## src/hw/rtl/slss_pkg.sv

```systemverilog
// Shared types and constants for the speed-triggered logging start/stop block.
package slss_pkg;

  localparam int unsigned DELAY_W = 18;               // delay in ms, up to 255000
  localparam logic [DELAY_W-1:0] MS_PER_S = 18'd1000;
  // Reciprocal of 1000 scaled by 2^28, rounded up; exact below 2^18 / 1000.
  localparam logic [18:0] RECIP_1000 = 19'd268436;
  localparam int unsigned RECIP_SHIFT = 28;
  localparam logic [15:0] CENTI_PER_KMH = 16'd100;

  typedef enum logic [2:0] {
    REG_AUTO_LOG_ENABLE     = 3'd0,
    REG_START_SPEED_KMH     = 3'd1,
    REG_STOP_SPEED_KMH      = 3'd2,
    REG_START_DELAY_S       = 3'd3,
    REG_STOP_DELAY_S        = 3'd4,
    REG_TRIP_RESET_ON_START = 3'd5
  } slss_reg_t;

  typedef struct packed {
    logic       auto_log_enable;
    logic [7:0] start_speed_kmh;
    logic [7:0] stop_speed_kmh;
    logic [7:0] start_delay_s;
    logic [7:0] stop_delay_s;
    logic       trip_reset_on_start;
  } slss_cfg_t;

  typedef struct packed {
    logic        opcode;
    logic [15:0] speed_centi_kmh;
    logic        has_fix;
    logic [31:0] now_ms;
    logic        manual_on;
  } slss_in_t;

  typedef struct packed {
    logic       logging_on;
    logic       auto_started;
    logic       auto_stopped;
    logic       trip_reset;
    logic       armed;
    logic [8:0] stop_countdown_s;
  } slss_out_t;

endpackage

```

## src/hw/rtl/slss_cfg_regs.sv

```systemverilog
// Configuration register file for the logging start/stop block.
module slss_cfg_regs
  import slss_pkg::*;
(
  input  logic       clk,
  input  logic       rst,
  input  logic       wr_en,
  input  logic [2:0] wr_index,
  input  logic [7:0] wr_data,
  output slss_cfg_t  cfg
);

  always_ff @(posedge clk) begin
    if (rst) begin
      cfg.auto_log_enable     <= 1'b0;
      cfg.start_speed_kmh     <= 8'd10;
      cfg.stop_speed_kmh      <= 8'd5;
      cfg.start_delay_s       <= 8'd10;
      cfg.stop_delay_s        <= 8'd60;
      cfg.trip_reset_on_start <= 1'b0;
    end else if (wr_en) begin
      case (slss_reg_t'(wr_index))
        REG_AUTO_LOG_ENABLE:     cfg.auto_log_enable     <= wr_data[0];
        REG_START_SPEED_KMH:     cfg.start_speed_kmh     <= wr_data;
        REG_STOP_SPEED_KMH:      cfg.stop_speed_kmh      <= wr_data;
        REG_START_DELAY_S:       cfg.start_delay_s       <= wr_data;
        REG_STOP_DELAY_S:        cfg.stop_delay_s        <= wr_data;
        REG_TRIP_RESET_ON_START: cfg.trip_reset_on_start <= wr_data[0];
        default: ;
      endcase
    end
  end

endmodule

```

## src/hw/rtl/slss_step.sv

```systemverilog
// Logging state, dwell timers, hold flag and per-item result logic.
module slss_step
  import slss_pkg::*;
(
  input  logic      clk,
  input  logic      rst,
  input  logic      step,
  input  slss_cfg_t cfg,
  input  slss_in_t  item,
  output slss_out_t result
);

  logic        logging_active, logging_active_next;
  logic [31:0] above_start_time, above_start_time_next;
  logic        above_timer_valid, above_timer_valid_next;
  logic [31:0] below_start_time, below_start_time_next;
  logic        below_timer_valid, below_timer_valid_next;
  logic        manual_hold, manual_hold_next;

  logic [15:0]        speed;
  logic [7:0]         start_m1;
  logic [7:0]         eff_stop_kmh;
  logic [15:0]        eff_stop_centi;
  logic [15:0]        start_centi;
  logic               above_stop;
  logic               at_start;
  logic [31:0]        above_elapsed;
  logic [31:0]        below_elapsed;
  logic [DELAY_W-1:0] start_total;
  logic [DELAY_W-1:0] stop_total;
  logic               above_fire;
  logic               below_fire;
  logic               started, stopped, trip;
  logic [DELAY_W-1:0] remain_ms;
  logic [36:0]        remain_prod;
  logic [7:0]         remain_s;

  always_comb begin
    speed          = item.has_fix ? item.speed_centi_kmh : 16'd0;
    start_m1       = cfg.start_speed_kmh - 8'd1;
    eff_stop_kmh   = (cfg.stop_speed_kmh < start_m1) ? cfg.stop_speed_kmh : start_m1;
    eff_stop_centi = 16'({8'd0, eff_stop_kmh} * CENTI_PER_KMH);
    start_centi    = 16'({8'd0, cfg.start_speed_kmh} * CENTI_PER_KMH);
    // start speed zero puts the stop threshold below zero
    above_stop     = (cfg.start_speed_kmh == 8'd0) || (speed > eff_stop_centi);
    at_start       = speed >= start_centi;

    start_total    = DELAY_W'({10'd0, cfg.start_delay_s} * MS_PER_S);
    stop_total     = DELAY_W'({10'd0, cfg.stop_delay_s} * MS_PER_S);
    // a timer that is not running yet starts at this item's time
    above_elapsed  = above_timer_valid ? (item.now_ms - above_start_time) : 32'd0;
    below_elapsed  = below_timer_valid ? (item.now_ms - below_start_time) : 32'd0;
    above_fire     = above_elapsed >= {14'd0, start_total};
    below_fire     = below_elapsed >= {14'd0, stop_total};
  end

  always_comb begin
    logging_active_next    = logging_active;
    above_start_time_next  = above_start_time;
    above_timer_valid_next = above_timer_valid;
    below_start_time_next  = below_start_time;
    below_timer_valid_next = below_timer_valid;
    manual_hold_next       = manual_hold;
    started                = 1'b0;
    stopped                = 1'b0;
    trip                   = 1'b0;

    if (item.opcode) begin
      logging_active_next    = item.manual_on;
      above_timer_valid_next = 1'b0;
      below_timer_valid_next = 1'b0;
      manual_hold_next       = !item.manual_on && above_stop;
    end else if (!cfg.auto_log_enable) begin
      above_timer_valid_next = 1'b0;
      below_timer_valid_next = 1'b0;
      manual_hold_next       = 1'b0;
    end else if (logging_active) begin
      above_timer_valid_next = 1'b0;
      if (above_stop) begin
        below_timer_valid_next = 1'b0;
      end else if (below_fire) begin
        below_timer_valid_next = 1'b0;
        manual_hold_next       = 1'b0;
        logging_active_next    = 1'b0;
        stopped                = 1'b1;
      end else if (!below_timer_valid) begin
        below_start_time_next  = item.now_ms;
        below_timer_valid_next = 1'b1;
      end
    end else begin
      below_timer_valid_next = 1'b0;
      manual_hold_next       = manual_hold && above_stop;
      if (manual_hold_next || !at_start) begin
        above_timer_valid_next = 1'b0;
      end else if (above_fire) begin
        above_timer_valid_next = 1'b0;
        trip                   = cfg.trip_reset_on_start;
        logging_active_next    = 1'b1;
        started                = 1'b1;
      end else if (!above_timer_valid) begin
        above_start_time_next  = item.now_ms;
        above_timer_valid_next = 1'b1;
      end
    end
  end

  // Countdown: remaining ms divided by 1000 through the scaled reciprocal.
  always_comb begin
    remain_ms   = stop_total - below_elapsed[DELAY_W-1:0];
    remain_prod = {19'd0, remain_ms} * {18'd0, RECIP_1000};
    remain_s    = remain_prod[RECIP_SHIFT +: 8];

    result.logging_on       = logging_active_next;
    result.auto_started     = started;
    result.auto_stopped     = stopped;
    result.trip_reset       = trip;
    result.armed            = cfg.auto_log_enable && !logging_active_next;
    result.stop_countdown_s = below_timer_valid_next ? ({1'b0, remain_s} + 9'd1) : 9'd0;
  end

  always_ff @(posedge clk) begin
    if (rst) begin
      logging_active    <= 1'b0;
      above_timer_valid <= 1'b0;
      below_timer_valid <= 1'b0;
      manual_hold       <= 1'b0;
    end else if (step) begin
      logging_active    <= logging_active_next;
      above_timer_valid <= above_timer_valid_next;
      below_timer_valid <= below_timer_valid_next;
      manual_hold       <= manual_hold_next;
    end
  end

  always_ff @(posedge clk) begin
    if (step) begin
      above_start_time <= above_start_time_next;
      below_start_time <= below_start_time_next;
    end
  end

endmodule

```

## src/hw/rtl/speed_triggered_log_start_stop.sv

```systemverilog
// Top level of the speed-triggered logging start/stop controller.
// Flow: an accepted item is held in the input register, then moves into the
// result register once that register is free or being drained, then can be taken.
// Throughput: one item per cycle while out_ready stays high; the dwell-timer
// compare and the countdown reciprocal multiply sit between the two registers.
// Reset (rst, synchronous): logging off, both timers idle, hold clear,
// configuration back to its defaults, both registers empty.
module speed_triggered_log_start_stop
  import slss_pkg::*;
(
  input  logic       clk,
  input  logic       rst,
  input  logic       in_valid,
  output logic       in_ready,
  input  slss_in_t   in_data,
  output logic       out_valid,
  input  logic       out_ready,
  output slss_out_t  out_data,
  input  logic       cfg_valid,
  output logic       cfg_ready,
  input  logic [2:0] cfg_index,
  input  logic [7:0] cfg_data
);

  slss_cfg_t cfg;
  slss_in_t  hold_item;     // input register
  logic      hold_valid;
  slss_out_t step_result;
  logic      advance;

  // Register writes never stall.
  assign cfg_ready = 1'b1;

  slss_cfg_regs u_cfg (
    .clk      (clk),
    .rst      (rst),
    .wr_en    (cfg_valid && cfg_ready),
    .wr_index (cfg_index),
    .wr_data  (cfg_data),
    .cfg      (cfg)
  );

  // Move the held item into the result register whenever that register is
  // free or being drained; the state update happens on the same edge.
  assign advance  = hold_valid && (!out_valid || out_ready);
  assign in_ready = !hold_valid || advance;

  always_ff @(posedge clk) begin
    if (rst) begin
      hold_valid <= 1'b0;
    end else if (in_ready) begin
      hold_valid <= in_valid;
    end
  end

  always_ff @(posedge clk) begin
    if (in_valid && in_ready) begin
      hold_item <= in_data;
    end
  end

  slss_step u_step (
    .clk    (clk),
    .rst    (rst),
    .step   (advance),
    .cfg    (cfg),
    .item   (hold_item),
    .result (step_result)
  );

  // Result register: load on advance, drop once taken.
  always_ff @(posedge clk) begin
    if (rst) begin
      out_valid <= 1'b0;
    end else if (advance) begin
      out_valid <= 1'b1;
    end else if (out_ready) begin
      out_valid <= 1'b0;
    end
  end

  always_ff @(posedge clk) begin
    if (advance) begin
      out_data <= step_result;
    end
  end

endmodule
```

## config.mk

```make
export PLATFORM = sky130hd
export DESIGN_NAME = speed_triggered_log_start_stop
export DESIGN_NICKNAME = d
export VERILOG_FILES = /design/src/hw/rtl/slss_pkg.sv /design/src/hw/rtl/slss_cfg_regs.sv /design/src/hw/rtl/slss_step.sv /design/src/hw/rtl/speed_triggered_log_start_stop.sv
export SDC_FILE = /design/constraint.sdc
export NUM_CORES = 1
export LEC_CHECK = 0
export BUFFER_PORTS_ARGS = -buffer_cell sky130_fd_sc_hd__buf_2
export CAP_MARGIN = 20
export CORE_MARGIN = 4
export CORE_UTILIZATION = 48
export CTS_BUF_LIST = sky130_fd_sc_hd__clkbuf_4 sky130_fd_sc_hd__clkbuf_8
export CTS_CLUSTER_DIAMETER = 100
export DETAILED_ROUTE_END_ITERATION = 6
export GPL_ROUTABILITY_DRIVEN = 0
export HOLD_SLACK_MARGIN = 0.15
export SYNTH_ARGS = -nofsm -noshare
export SYNTH_HDL_FRONTEND = slang
export SYNTH_SLANG_ARGS = --single-unit
```

## constraint.sdc

```tcl
create_clock -name clk -period 27.6 [get_ports clk]
set_clock_uncertainty 0.2 [all_clocks]
set_input_delay 5.52 -clock clk [delete_from_list [all_inputs] [get_ports clk]]
set_output_delay 5.52 -clock clk [all_outputs]
set_load 0.02 [all_outputs]
```

After elaboration in Yosys (flattened, before gate mapping)
Index checks and enable logic that the tools add are counted.
Widths: inputs -> output; s select.
- $add $sub $neg: 5
- $mul: 5
- magnitude comparators: 5
- equality and inequality tests: 7
- multiplexer cells: 28
- bitwise gates (word level): 9
- reductions and logical operators: 29
- operators with widths (cell ; number):
    $ge 32x18->1 ; 2
    $mux 32 ; 2
    $sub 32x32->32 ; 2
    $mul 18x17->34 const B ; 1
    $mul 8x7->15 const B ; 2
    $mul 8x5->13 const B ; 2
    $mux 1 ; 24
    $sub 18x18->18 ; 1
    $ge 16x15->1 ; 1
    $gt 16x15->1 ; 1
    $mux 16 ; 1
    $reduce_and 7->1 ; 2
    $reduce_and 2->1 ; 6
    $add 8x1->9 const B ; 1
    $not 1->1 ; 9
    $logic_not 8->1 ; 1
    $lt 8x8->1 ; 1
    $mux 8 ; 1
    $ne 4x4->1 const B ; 2
    $sub 8x1->8 const B ; 1
    $eq 3x2->1 const B ; 2
    $eq 3x3->1 const B ; 2
    $logic_and 1x1->1 ; 5
    $logic_not 1->1 ; 5
    other kinds (8) ; 11
- register bits: 169
- bits of input ports: 67
- output and inout bits: 17
- logic and storage cells: 113

Depth between registers and ports, before layout
Gate-level depths: netlist of the first run.
- depth in word-level cells: 14
- depth in mapped cells: 42
- depth with buffers taken out: 42

By module
A second synthesis of the first run with hierarchy kept.
- cells, all modules: 2101
- area total of the unflattened synthesis: 20020.5 sq um
- modules (own cells, without submodules) (module ; times used ; cells an instance ; area each (sq um) ; seq. area each (sq um)):
    slss_step ; 1 ; 1891 ; 16534.6 ; 2001.9
    speed_triggered_log_start_stop ; 1 ; 77 ; 2067.0 ; 1991.9
    slss_cfg_regs ; 1 ; 133 ; 1418.9 ; 680.7

Worst setup path after synthesis of the first run
OpenSTA, ideal clock, no wires.
- kind: in2out
- from: input port out_ready
- to: output port in_ready
- arrival: 5.872 ns
- data required time: 21.880 ns
- path slack: 16.008 ns
- stages: 2
- path buffers: 0
- path through: nor2b_1 nand2_1
- word-level cells in the longest chain between the ends: 3
- RTL lines (element ; line ; RTL):
    from (decl) ; speed_triggered_log_start_stop.sv:17 ; input logic out_ready,
    $logic_or 1x1->1 ; speed_triggered_log_start_stop.sv:45 ; assign advance = hold_valid && (!out_valid || out_ready);
    $logic_and 1x1->1 ; speed_triggered_log_start_stop.sv:45 ;
    $logic_or 1x1->1 ; speed_triggered_log_start_stop.sv:46 ; assign in_ready = !hold_valid || advance;
    to (decl) ; speed_triggered_log_start_stop.sv:14 ; output logic in_ready,
Every way passes these cells.

Final worst setup path of the first run
Ends and elaborated chain as after synthesis.

==> results summary, run 1 <==
In the final design database the tool counted 2719 nets. In this run the worst path has a maximum fanout of 4. The async set-reset flop share out of synthesis is 0%. The full die area came out at 43800 um^2. The floorplan has 73 rows. The sort of element at the end of the critical path is an output pin.

The source-to-sink clock delay at the later pin of the worst-skew pair came out at 0.50 ns. In the detailed route, the total length drawn on met2 is 20.4 mm. The most used standard cell by instance count after synthesis is ha_1. After synthesis, the cell types taking the most area are ha_1 27%, edfxtp_1 20%, fa_1 10%, inv_1 6.0%, dfxtp_1 4.1%. The total of warnings raised by yosys is 0. The first-pass iteration count of the detailed router is 5. The multi-input logic area came out at 13500 um^2. The endpoint identified for the worst register-to-register timing path is out_data[7]. TritonCTS built the clock tree. The sequential cell area is 4670 um^2. The number of antenna violations at the first check in global routing was 2.

The quantity of I/O buffers inserted on ports is 82. The flow ran to the end, and the final reports show no timing, DRC or antenna violations. Setup repair after global routing left no endpoint under its margin. The hold-critical path depth is 2. The required arrival time at the worst endpoint came out at 21.88 ns. After layout, the minimum clock period comes to 11.82 ns.

Synthesis handed over a netlist of 2054 instances. The post-synthesis cell type count is 70. The total of hold buffers inserted after clock tree synthesis is 0. No sink is reached through more buffers than the 2 on the longest clock path. The data arrival time of the critical path came out at 6.10 ns.

The number of cells on the worst reg-to-reg path is 42. For hold timing, the worst endpoint is u_step.below_timer_valid. The worst setup timing slack at the placement stage is 15.76 ns. The hold violation total from the final report is 0.

CTS built an H-tree with a depth of 4. The largest total area in the synthesized netlist belongs to ha_1. The remaining global-route overflow came out at 0. Summed over its instances, the top area cell type makes up 27.2% of the synthesized netlist area.

The worst setup path is launched from an input pin. The filler cell count in the final layout came out at 3683. The first routing iteration left 791 violations. The sequential area share after synthesis came out at 24.0%. The via count of the first global-routing pass came to 14400. The die width is 209 um. The post-CTS setup-driven buffer insertion count came out at 0. The total negative slack for setup checks is 0 ns. The total of endpoints with negative setup slack in the final report came out at 0. The worst-margin pin slew is 0.965 ns.

The count of nets left with antenna violations once routing finished came out at 0. CTS placed an instance of clkbuf_8 at the clock tree root. Buffers inserted during clock tree synthesis total 17. The normalized max-slew margin came out at 35.4%.

The vias per cell is 5.44. The DRC violation count after routing came out at 0. The initial cell density of the core came out at 48.7%.

The type of the tightest min-delay check is flip-flop to flip-flop. The number of buffers and inverters on the critical path is 2. The max-slew violation count came out at 0. Grouping stages by cell kind, the critical path spends the most delay in simple AND/OR/NAND/NOR gates. For this run, the leading register cell type out of synthesis is edfxtp_1. The highest layer touched by signal routing is met5. The total via count in the routed design is 14500. The total length of routed wires came out at 43.6 mm. The number of gates resized after CTS was 0. The number of violations of the max-capacitance limit is 0. 84 I/O pins were placed.

The routed length on met1 is 21.0 mm. The critical path in this run is classified as input pin to output pin. Counting tap cells, the placed design contains a total of 2638 instances. The number of flops mapped to enable cells by yosys is 129.

Counting instances in the post-synthesis netlist gives the leading cell types as 423 x ha_1, 312 x inv_1, 147 x a21oi_1. The core region is 39900 um^2. Among all stages on the critical path, the largest delay is contributed by nor2b_1. The post-layout instance count excluding filler cells is 2671. The dominant cell type by count on the critical path is buf_2. Detailed placement ended at an HPWL of 36.1 mm. The proportion of layout cells with a drive suffix above 1 is 6.95%.

For this run, the total global-route usage over all layers was measured as 20.1%. The register-to-register setup slack is 16.33 ns. Entering global routing, the biggest net connects 52 pins. After synthesis the netlist holds a flip-flop and latch count of 169. The clock-pin slew of the registers on the worst-case setup and hold paths came out at 0.09 ns. The maximum cell stage delay along the critical path is 0.22 ns. The post-synthesis average cell area came out at 9.47 um^2. In this run the most critical hold path is launched from u_step.below_timer_valid. The final period utilization came out at 42.8%. The sum of met3 wire segment lengths after detailed routing is 1.50 mm. Timing would allow up to 84.6 MHz.

The area growth from synthesis to layout is 7.27%. The first global-routing pass estimated 72.6 mm of wire. The worst register-to-register path begins at u_cfg.cfg[2].

The net count after synthesis came out at 2641. The critical path goes through buf_2 > nor2b_1 > nand2_1 > buf_2. Once routing completed, OpenROAD measured the worst setup slack at 15.78 ns.

The area of the mapped netlist came out at 19400 um^2. Dividing the detail-routed wire length by the instance count gives 16.3 um. The height of the chip is 209 um.

The TritonCTS sink count came out at 169.
-- logic make-up (layout without fill, tap and decap cells) --
logic type | Yosys count | in the layout | synth area share, %
other | 1 | 2 | 0.0193
AND/OR/NAND/NOR | 441 | 441 | 11.1
buffers and inverters | 348 | 439 | 6.76
AO/OA/AOI/OAI | 431 | 431 | 14.2
adder cells (fa/ha/maj) | 521 | 521 | 37.3
multiplexers | 20 | 20 | 1.06
XOR/XNOR | 123 | 123 | 5.58
flip-flops | 169 | 169 | 24.0
-- placed cells by master, fill, tap and decap left out, drive strengths merged, types with 6 or more instances in the layout --
cell	synthesis	layout
dfxtp	40	40
a31oi	13	13
o211ai	10	10
and3	12	12
a211o	14	14
nor3	31	31
o21ai	78	78
o2111ai	8	8
ha	423	423
nand4	24	24
nand3b	8	8
nand2	114	114
xnor2	74	74
o21bai	20	20
nor4	10	10
o221ai	6	6
or3	7	7
mux2i	16	16
edfxtp	129	129
nand3	41	41
nor2	111	111
a211oi	19	19
nor2b	20	20
nand2b	21	21
and2	22	22
fa	97	97
inv	312	323
o21a	21	21
a21o	54	54
buf	4	95
a21oi	149	149
clkbuf	32	17
xor2	49	49
-- routing by layer --
layer,vias to the layer above,global-route usage [%]
met5,-,0
met4,2,4.16
met3,44,3.00
met2,263,33.6
met1,6880,27.9
li1,7329,-
-- flip-flops by register name, indices dropped and copies added (netlist names) --
register,cells
u_step.below_timer_valid,1
u_step.above_timer_valid,1
u_step.above_start_time,32
u_step.manual_hold,1
u_step.below_start_time,32
u_step.logging_active,1
hold_valid,1
out_valid,1
hold_item,51
u_cfg.cfg,34
out_data,14
-- worst register-to-register path, delay by kind of cell (launching register included) --
family                     cells  cell delay [ns]
AOI/OAI and AO/OA             14             2.87
and+or+nand+nor                4             0.31
DFF                            1             0.56
xor gates and xnor gates       4             1.22
buffers and inverters          7             0.42
adders and majority gates     13             5.44
-- how the worst max path moves through the flow --
stage	startpoint	endpoint	slack (ns)	depth (start not counted)
2_1_floorplan	out_ready	in_ready	16.01	2
3_3_place_gp	out_ready	in_ready	15.82	4
3_5_place_dp	out_ready	in_ready	15.76	4
4_1_cts	out_ready	in_ready	15.76	4
5_1_grt	u_cfg.cfg[2]	out_data[7]	15.63	42
6_report	out_ready	in_ready	15.78	4
-- area by class of cell --
cell class                 instances  share of cell area, %
clock buffer                      17                   1.12
clock inverter                    15                  0.690
tap                              525                   3.15
timing repair buffer              95                   2.44
multi-input combinational       1537                   64.6
antenna                            1                 0.0120
sequential                       169                   22.4
inverter                         312                   5.62
-- stage by stage --
stage | util (%) | hold slack (ns) | cell area [um^2]
after global placement | 51.3 | 0.279 | 20500
after detailed placement | 51.3 | 0.295 | 20500
after global routing | 52.2 | 0.346 | 20900
final | 52.3 | 0.314 | 20900
after floorplan | - | 0.245 | 19400
after CTS | 52.2 | 0.314 | 20900
Power of run 1 is not shown: default switching activity piles up to over one toggle a cycle in this logic, so the estimate is an artifact.
==> inputs of run 2 (changes only) <==
Clock period 27.6 ns to 12.35 ns, I/O delays scaled along.
==> results summary, run 2 (synthesis gave the netlist of run 1 again) <==
Result of the run: completed (unchanged). The classification of the worst setup path is flip-flop to flip-flop (was input pin to output pin). The required arrival time at the worst endpoint is 12.39 ns (was 21.88 ns). The total via count in the routed design is 14500 (about the same). The post-layout instance count excluding filler cells came to 2670 (was 2671).

The maximum cell stage delay along the critical path came to 0.55 ns (was 0.22 ns). The hold violation total from the final report came out at 0 (unchanged). The layout net count came out at 2719 (unchanged). Top flop regs: hold_item x51, u_cfg.cfg x34 (unchanged). The height of the chip was 209 um (unchanged). The number of placement rows is 73 (unchanged). The routed wirelength normalized by instance count is 16.6 um (was 16.3 um).

The cell type of the slowest stage on the worst timing path is fa_1 (was nor2b_1). The final worst hold slack came to 0.304 ns (was 0.314 ns). The CTS H-tree depth came out at 4 (unchanged). The final design area excluding fillers came out at 20900 um^2 (about the same). The I/O pin count came out at 84 (unchanged). Unrepaired setup endpoints after global routing: no (unchanged). The type of the tightest min-delay check was flip-flop to flip-flop (unchanged). Highest-count cells in the layout ignoring fill and taps: 423 x ha_1, 312 x inv_1, 147 x a21oi_1 (unchanged). The area of the core region came out at 39900 um^2 (unchanged). The number of flip-flops in the largest register was 51 (unchanged). The peak fanout along the critical path is 8 (was 4). The first-pass iteration count of the detailed router was 5 (unchanged). The remaining number of nets flagged by the antenna check after routing is 0 (unchanged).

The most frequent standard cell in the layout excluding fill and tap cells is ha_1 (unchanged). The number of cells in the design after placement is 2638 (unchanged). The fmax is 93.6 MHz.

The TritonCTS sink count came out at 169 (unchanged). The global-route wire length before repair is 73.1 mm (was 72.6 mm). The sort of element at the start of the critical path was a flip-flop (was input pin).

The number of instances resized during post-cts repair is 0 (unchanged). The quantity of I/O buffers inserted on ports was 82 (unchanged). The full die area was 43800 um^2 (unchanged). The maximum buffer depth of the clock tree came out at 2 (unchanged). The normalized max-slew margin is 34.7% (was 35.4%). The smallest clock period supported by the final layout is computed as 10.68 ns.

The via count of the first global-routing pass came out at 14500 (was 14400). The largest register by flop count is hold_item (unchanged). The number of inserted diodes is 0 (was 1). The total placed instance area came out at 20500 um^2 (unchanged). The remaining global-route overflow came to 0 (unchanged). The data arrival time of the critical path is 10.72 ns (was 6.10 ns). The largest net degree at the start of global routing came out at 52 (unchanged). The number of DRC violations after detailed-routing iteration 0 was 699 (was 791). The detailed placer's ending HPWL came out at 36.7 mm (was 36.1 mm). The source-to-sink clock delay at the later pin of the worst-skew pair is 0.49 ns (was 0.50 ns). The number of clock buffers inserted by TritonCTS was 17 (unchanged). The max-slew violation count is 0 (unchanged). The sort of element at the end of the critical path is a flip-flop (was output pin). The proportion of layout cells with a drive suffix above 1 is 6.90% (was 6.95%). The CTS root buffer is clkbuf_8 (unchanged).

The number of violations of the max-capacitance limit came out at 0 (unchanged). The total of hold buffers inserted after clock tree synthesis came out at 0 (unchanged). The die width came out at 209 um (unchanged).

The signed area change from the synthesized netlist to the final layout came out at 7.47% (was 7.27%). The clock-pin slew of the registers on the worst-case setup and hold paths came out at 0.09 ns (about the same). The vias per cell came out at 5.42 (was 5.44). The initial cell density of the core was 48.7% (unchanged). The number of antenna violations at the first check in global routing came to 1 (was 2).

The total of endpoints with negative setup slack in the final report came out at 0 (unchanged). The total negative slack for setup checks came to 0 ns (unchanged). The total track usage is 20.2% (was 20.1%). The worst path uses 86.5% of the clock period. The DRC violation count after routing came out at 0 (unchanged).

The total length of routed wires is 44.3 mm (was 43.6 mm). The worst-margin pin slew is 0.973 ns (was 0.965 ns). The TritonCTS clock tree is yes (unchanged).

The post-CTS setup-driven buffer insertion count is 0 (unchanged).
run 2: cell count changes in the layout (fill, tap and decap cells not counted), sizes merged:
cell,before,now
bufinv,0,3
clkbuf,17,19
clkinvlp,2,3
diode,1,0
inv,323,317
run 2: worst paths after layout:
check                from            to  slack (ns)  cells after the start
max          u_cfg.cfg[2]   out_data[7]        1.67                     43
min          u_cfg.cfg[0]  u_cfg.cfg[0]        0.30                      2
max reg2reg  u_cfg.cfg[2]   out_data[7]        1.67                     43
min reg2reg  u_cfg.cfg[0]  u_cfg.cfg[0]        0.30                      2
run 2: layout make-up:
type	count	area (um^2)
well taps	525	657
flip-flops and latches	169	4670
repair buffers	95	508
clock buffers	19	255
inverters	312	1170
multi-input cells	1537	13500
clock inverters	13	165
fillers	3700	19000
run 2: layer usage:
layer	up-vias	global-route usage, %	part of all wire (%)
li1	7332	-	-
met1	6833	27.9	48
met2	266	33.9	47
met3	46	3.18	3.8
met4	2	4.32	1.5
met5	-	0	0.023
run 2: worst max-delay path: cells and delay by family, from the launching register on:
family                   cells  cell delay [ns]
adder cells (fa/ha/maj)     13             5.46
AO/OA/AOI/OAI               14             2.81
XOR/XNOR                     4             0.52
flip-flops                   1             0.53
AND/OR/NAND/NOR              4             0.32
buffers and inverters        8             0.58
run 2: through the flow:
stage / worst slack, ns / utilization, %
after floorplan: 2.00 / -
after global placement: 1.78 / 51.3
after detailed placement: 1.66 / 51.3
after CTS: 1.64 / 52.4
after global routing: 0.887 / 52.4
final: 1.67 / 52.4
Power of run 2 is left out for the same reason.
==> inputs of run 3 (changes only) <==
Settings changed: SYNTH_HIERARCHICAL set to 1.
==> results summary, run 3 <==
The remaining number of nets flagged by the antenna check after routing is 0 (unchanged). The worst-case hold path end point is u_cfg/cfg[0] (was u_cfg.cfg[0]). The DRC violation count after routing is 0 (unchanged). The data arrival time of the critical path came out at 11.70 ns (was 10.72 ns). The classification of the worst setup path was flip-flop to flip-flop (unchanged). The global-route wire length before repair came out at 74.4 mm (was 73.1 mm). The required arrival time at the worst endpoint is 12.43 ns (was 12.39 ns). The worst setup timing slack at the placement stage came out at 0.852 ns (was 1.66 ns). The total length of routed wires came out at 44.8 mm (was 44.3 mm). The final critical path time including I/O delays and setup is 11.62 ns (was 10.68 ns). The sequential area share after synthesis came out at 23.3% (was 24.0%). The worst-margin pin slew is 0.990 ns (was 0.973 ns). The TritonCTS sink count was 169 (unchanged).

The number of antenna violations at the first check in global routing was 0 (was 1). The source-to-sink clock delay at the later pin of the worst-skew pair came to 0.54 ns (was 0.49 ns). The number of inserted diodes came out at 0 (unchanged). The top flip-flop cell by instance count after synthesis was edfxtp_1 (unchanged).

The signed area change from the synthesized netlist to the final layout came out at 6.94% (was 7.47%). The total negative slack for setup checks is 0 ns (unchanged). The met3 routing resource usage after global routing is 2.80% (was 3.18%). The minimum setup slack in the final design is 0.727 ns (was 1.67 ns). The filler cell count in the final layout was 3839 (was 3700). The total of hold buffers inserted after clock tree synthesis came to 0 (unchanged).

The hold-critical path depth was 2 (unchanged). The xor and xnor fraction of the mapped netlist area is 5.02% (was 5.58%). The CTS root buffer was clkbuf_8 (unchanged).

The post-synthesis average cell area came to 9.53 um^2 (was 9.47 um^2). The start of the worst register-to-register path is u_cfg/cfg[2] (was u_cfg.cfg[2]). The number of instances resized during post-cts repair came out at 0 (unchanged). The layout net count came out at 2760 (was 2719). The vias per cell came out at 5.49 (was 5.42). The sort of element at the start of the critical path was a flip-flop (unchanged). Largest cells by area after synthesis: ha_1 26%, edfxtp_1 19%, fa_1 9.7%, inv_1 6.1%, dfxtp_1 4.0% (was ha_1 27%, edfxtp_1 20%, fa_1 10%, inv_1 6.0%, dfxtp_1 4.1%). The post-synthesis cell type count came to 96 (was 70).

The I/O pin count is 84 (unchanged). The net count after synthesis came out at 2688 (was 2641). The most used standard cell by instance count after synthesis is ha_1 (unchanged). The largest net degree at the start of global routing is 57 (was 52). The max-slew violation count was 0 (unchanged).

The endpoint of the lowest-slack register-to-register path is out_data[5] (was out_data[7]). The mux contribution to synthesized area was 2.38% (was 1.06%). The routed wirelength normalized by instance count was 16.5 um (was 16.6 um). The proportion of layout cells with a drive suffix above 1 is 7.09% (was 6.90%). The peak fanout along the critical path is 8 (unchanged).

The detailed placer's ending HPWL is 37.3 mm (was 36.7 mm). The met2 track utilization from global routing came out at 34.1% (was 33.9%). The total of warnings raised by yosys is 6 (was 0). The full die area came out at 45000 um^2 (was 43800 um^2). The start point of the worst hold path was u_cfg/cfg[0] (was u_cfg.cfg[0]). The number of clock buffers inserted by TritonCTS came out at 17 (unchanged). The maximum cell stage delay along the critical path was 0.57 ns (was 0.55 ns). The clock-pin slew of the registers on the worst-case setup and hold paths was 0.10 ns (was 0.09 ns). The area share of fa/ha/maj cells after synthesis came out at 36.1% (was 37.3%). The quantity of I/O buffers inserted on ports was 82 (unchanged).

The CTS H-tree depth came to 4 (unchanged). The maximum buffer depth of the clock tree is 2 (unchanged). The depth of the worst register-to-register path is 46 (was 43). The die width is 212 um (was 209 um). The hold violation total from the final report is 0 (unchanged). The library cell with the largest summed area after synthesis was ha_1 (unchanged). The area of the mapped netlist came out at 20000 um^2 (was 19400 um^2). The via count of the first global-routing pass came out at 15000 (was 14500).

The number of flops mapped to enable cells by yosys is 129 (unchanged). The cell type of the slowest stage on the worst timing path is or4_1 (was fa_1). The number of placement rows is 74 (was 73).

The number of DRC violations after detailed-routing iteration 0 came to 857 (was 699). The fmax came to 86.0 MHz (was 93.6 MHz). The sort of element at the end of the critical path is a flip-flop (unchanged).

Result of the run: completed (unchanged). The area of the core region is 41000 um^2 (was 39900 um^2). The simple-gate share of the synthesized area came out at 12.4% (was 11.1%). The register-to-register setup slack came out at 0.73 ns (was 1.67 ns). The height of the chip came out at 212 um (was 209 um).

The post-synthesis compound-gate area fraction is 13.6% (was 14.2%). The total of endpoints with negative setup slack in the final report came to 0 (unchanged). The largest register by flop count was hold_item (unchanged). Highest-count cells in the layout ignoring fill and taps: 423 x ha_1, 325 x inv_1, 130 x a21oi_1 (was 423 x ha_1, 312 x inv_1, 147 x a21oi_1). The fraction of met1 tracks used by global routing was 27.9% (about the same). The total via count in the routed design came out at 14900 (was 14500). Most used standard cells in the synthesized netlist: 423 x ha_1, 325 x inv_1, 130 x a21oi_1 (was 423 x ha_1, 312 x inv_1, 147 x a21oi_1). The type of the tightest min-delay check is flip-flop to flip-flop (unchanged).

The number of standard cells after synthesis came to 2101 (was 2054). The most congested layer reported by global routing is met2 (unchanged). The share of the synthesized area in the top cell type came out at 26.4% (was 27.2%). The dominant combinational cell family by area after synthesis is adder cells (unchanged).

Unrepaired setup endpoints after global routing: no (unchanged). The initial cell density of the core came out at 48.8% (was 48.7%). The remaining global-route overflow came out at 0 (unchanged). Top flop regs: hold_item x51, u_cfg/cfg x34 (was hold_item x51, u_cfg.cfg x34). The number of violations of the max-capacitance limit is 0 (unchanged). The TritonCTS clock tree was yes (unchanged). The async set-reset flop share out of synthesis is 0% (unchanged). The total track usage is 20.4% (was 20.2%).

The most frequent standard cell in the layout excluding fill and tap cells was ha_1 (unchanged). The post-CTS setup-driven buffer insertion count is 0 (unchanged). The number of register bits inferred by synthesis is 169 (unchanged). The final period utilization is 94.1% (was 86.5%). The first-pass iteration count of the detailed router is 6 (was 5). The number of flip-flops in the largest register is 51 (unchanged). The dominant cell type by count on the critical path is inv_1. The normalized max-slew margin came to 33.5% (was 34.7%).
## run 3: metal layers
| layer | share of wire (%) | vias to the layer above |
|---|---|---|
| li1 | - | 7471 |
| met1 | 48 | 7144 |
| met2 | 47 | 265 |
| met3 | 2.8 | 54 |
| met4 | 2.0 | 0 |
| met5 | 0 | - |
## run 3: cell type report
type,instances,area [um^2],area share [%]
clock buffer,21,270,1.26
clock inverter,11,170,0.795
inverter,326,1220,5.72
sequential,169,4670,21.8
timing repair buffer,89,463,2.16
tap,532,666,3.11
multi-input combinational,1570,13900,65.1
## run 3: kinds of logic after synthesis
family | count (synthesis)
other | 1
AND/OR/NAND/NOR | 470
buffers and inverters | 362
adder cells (fa/ha/maj) | 520
flip-flops | 169
AO/OA/AOI/OAI | 419
XOR/XNOR | 113
multiplexers | 47
## run 3: worst max-delay path, delay by kind of cell, from the launching register on
| family | cells | cell delay [ns] |
|---|---|---|
| AOI/OAI and AO/OA | 10 | 1.83 |
| DFF | 1 | 0.53 |
| buffers and inverters | 10 | 0.75 |
| adders and majority gates | 12 | 4.92 |
| muxes | 1 | 0.28 |
| and+or+nand+nor | 10 | 2.24 |
| xor gates and xnor gates | 3 | 0.62 |
## run 3: stage by stage
stage / instance area (um^2) / utilization (%) / hold WS [ns] / cells
CTS: 21400 / 52.2 / 0.285 / 2718
global route: 21400 / 52.2 / 0.302 / 2718
detailed placement: 21000 / 51.1 / 0.271 / 2686
global placement: 21000 / 51.1 / 0.266 / 2686
finish: 21400 / 52.2 / 0.284 / 2718
floorplan: 20000 / - / 0.245 / 2101
## run 3: worst max-delay path by stage
| stage | from | to | slack, ns | cells after the start |
|---|---|---|---|---|
| 2_1_floorplan | u_cfg/cfg[2] | out_data[5] | 1.85 | 45 |
| 6_report | u_cfg/cfg[2] | out_data[5] | 0.73 | 46 |
| 4_1_cts | u_cfg/cfg[2] | out_data[5] | 0.81 | 46 |
| 5_1_grt | u_cfg/cfg[2] | out_data[5] | 0.02 | 46 |
| 3_3_place_gp | u_cfg/cfg[2] | out_data[7] | 1.18 | 47 |
| 3_5_place_dp | u_cfg/cfg[2] | out_data[5] | 0.85 | 46 |
Power of run 3 is left out for the same reason.
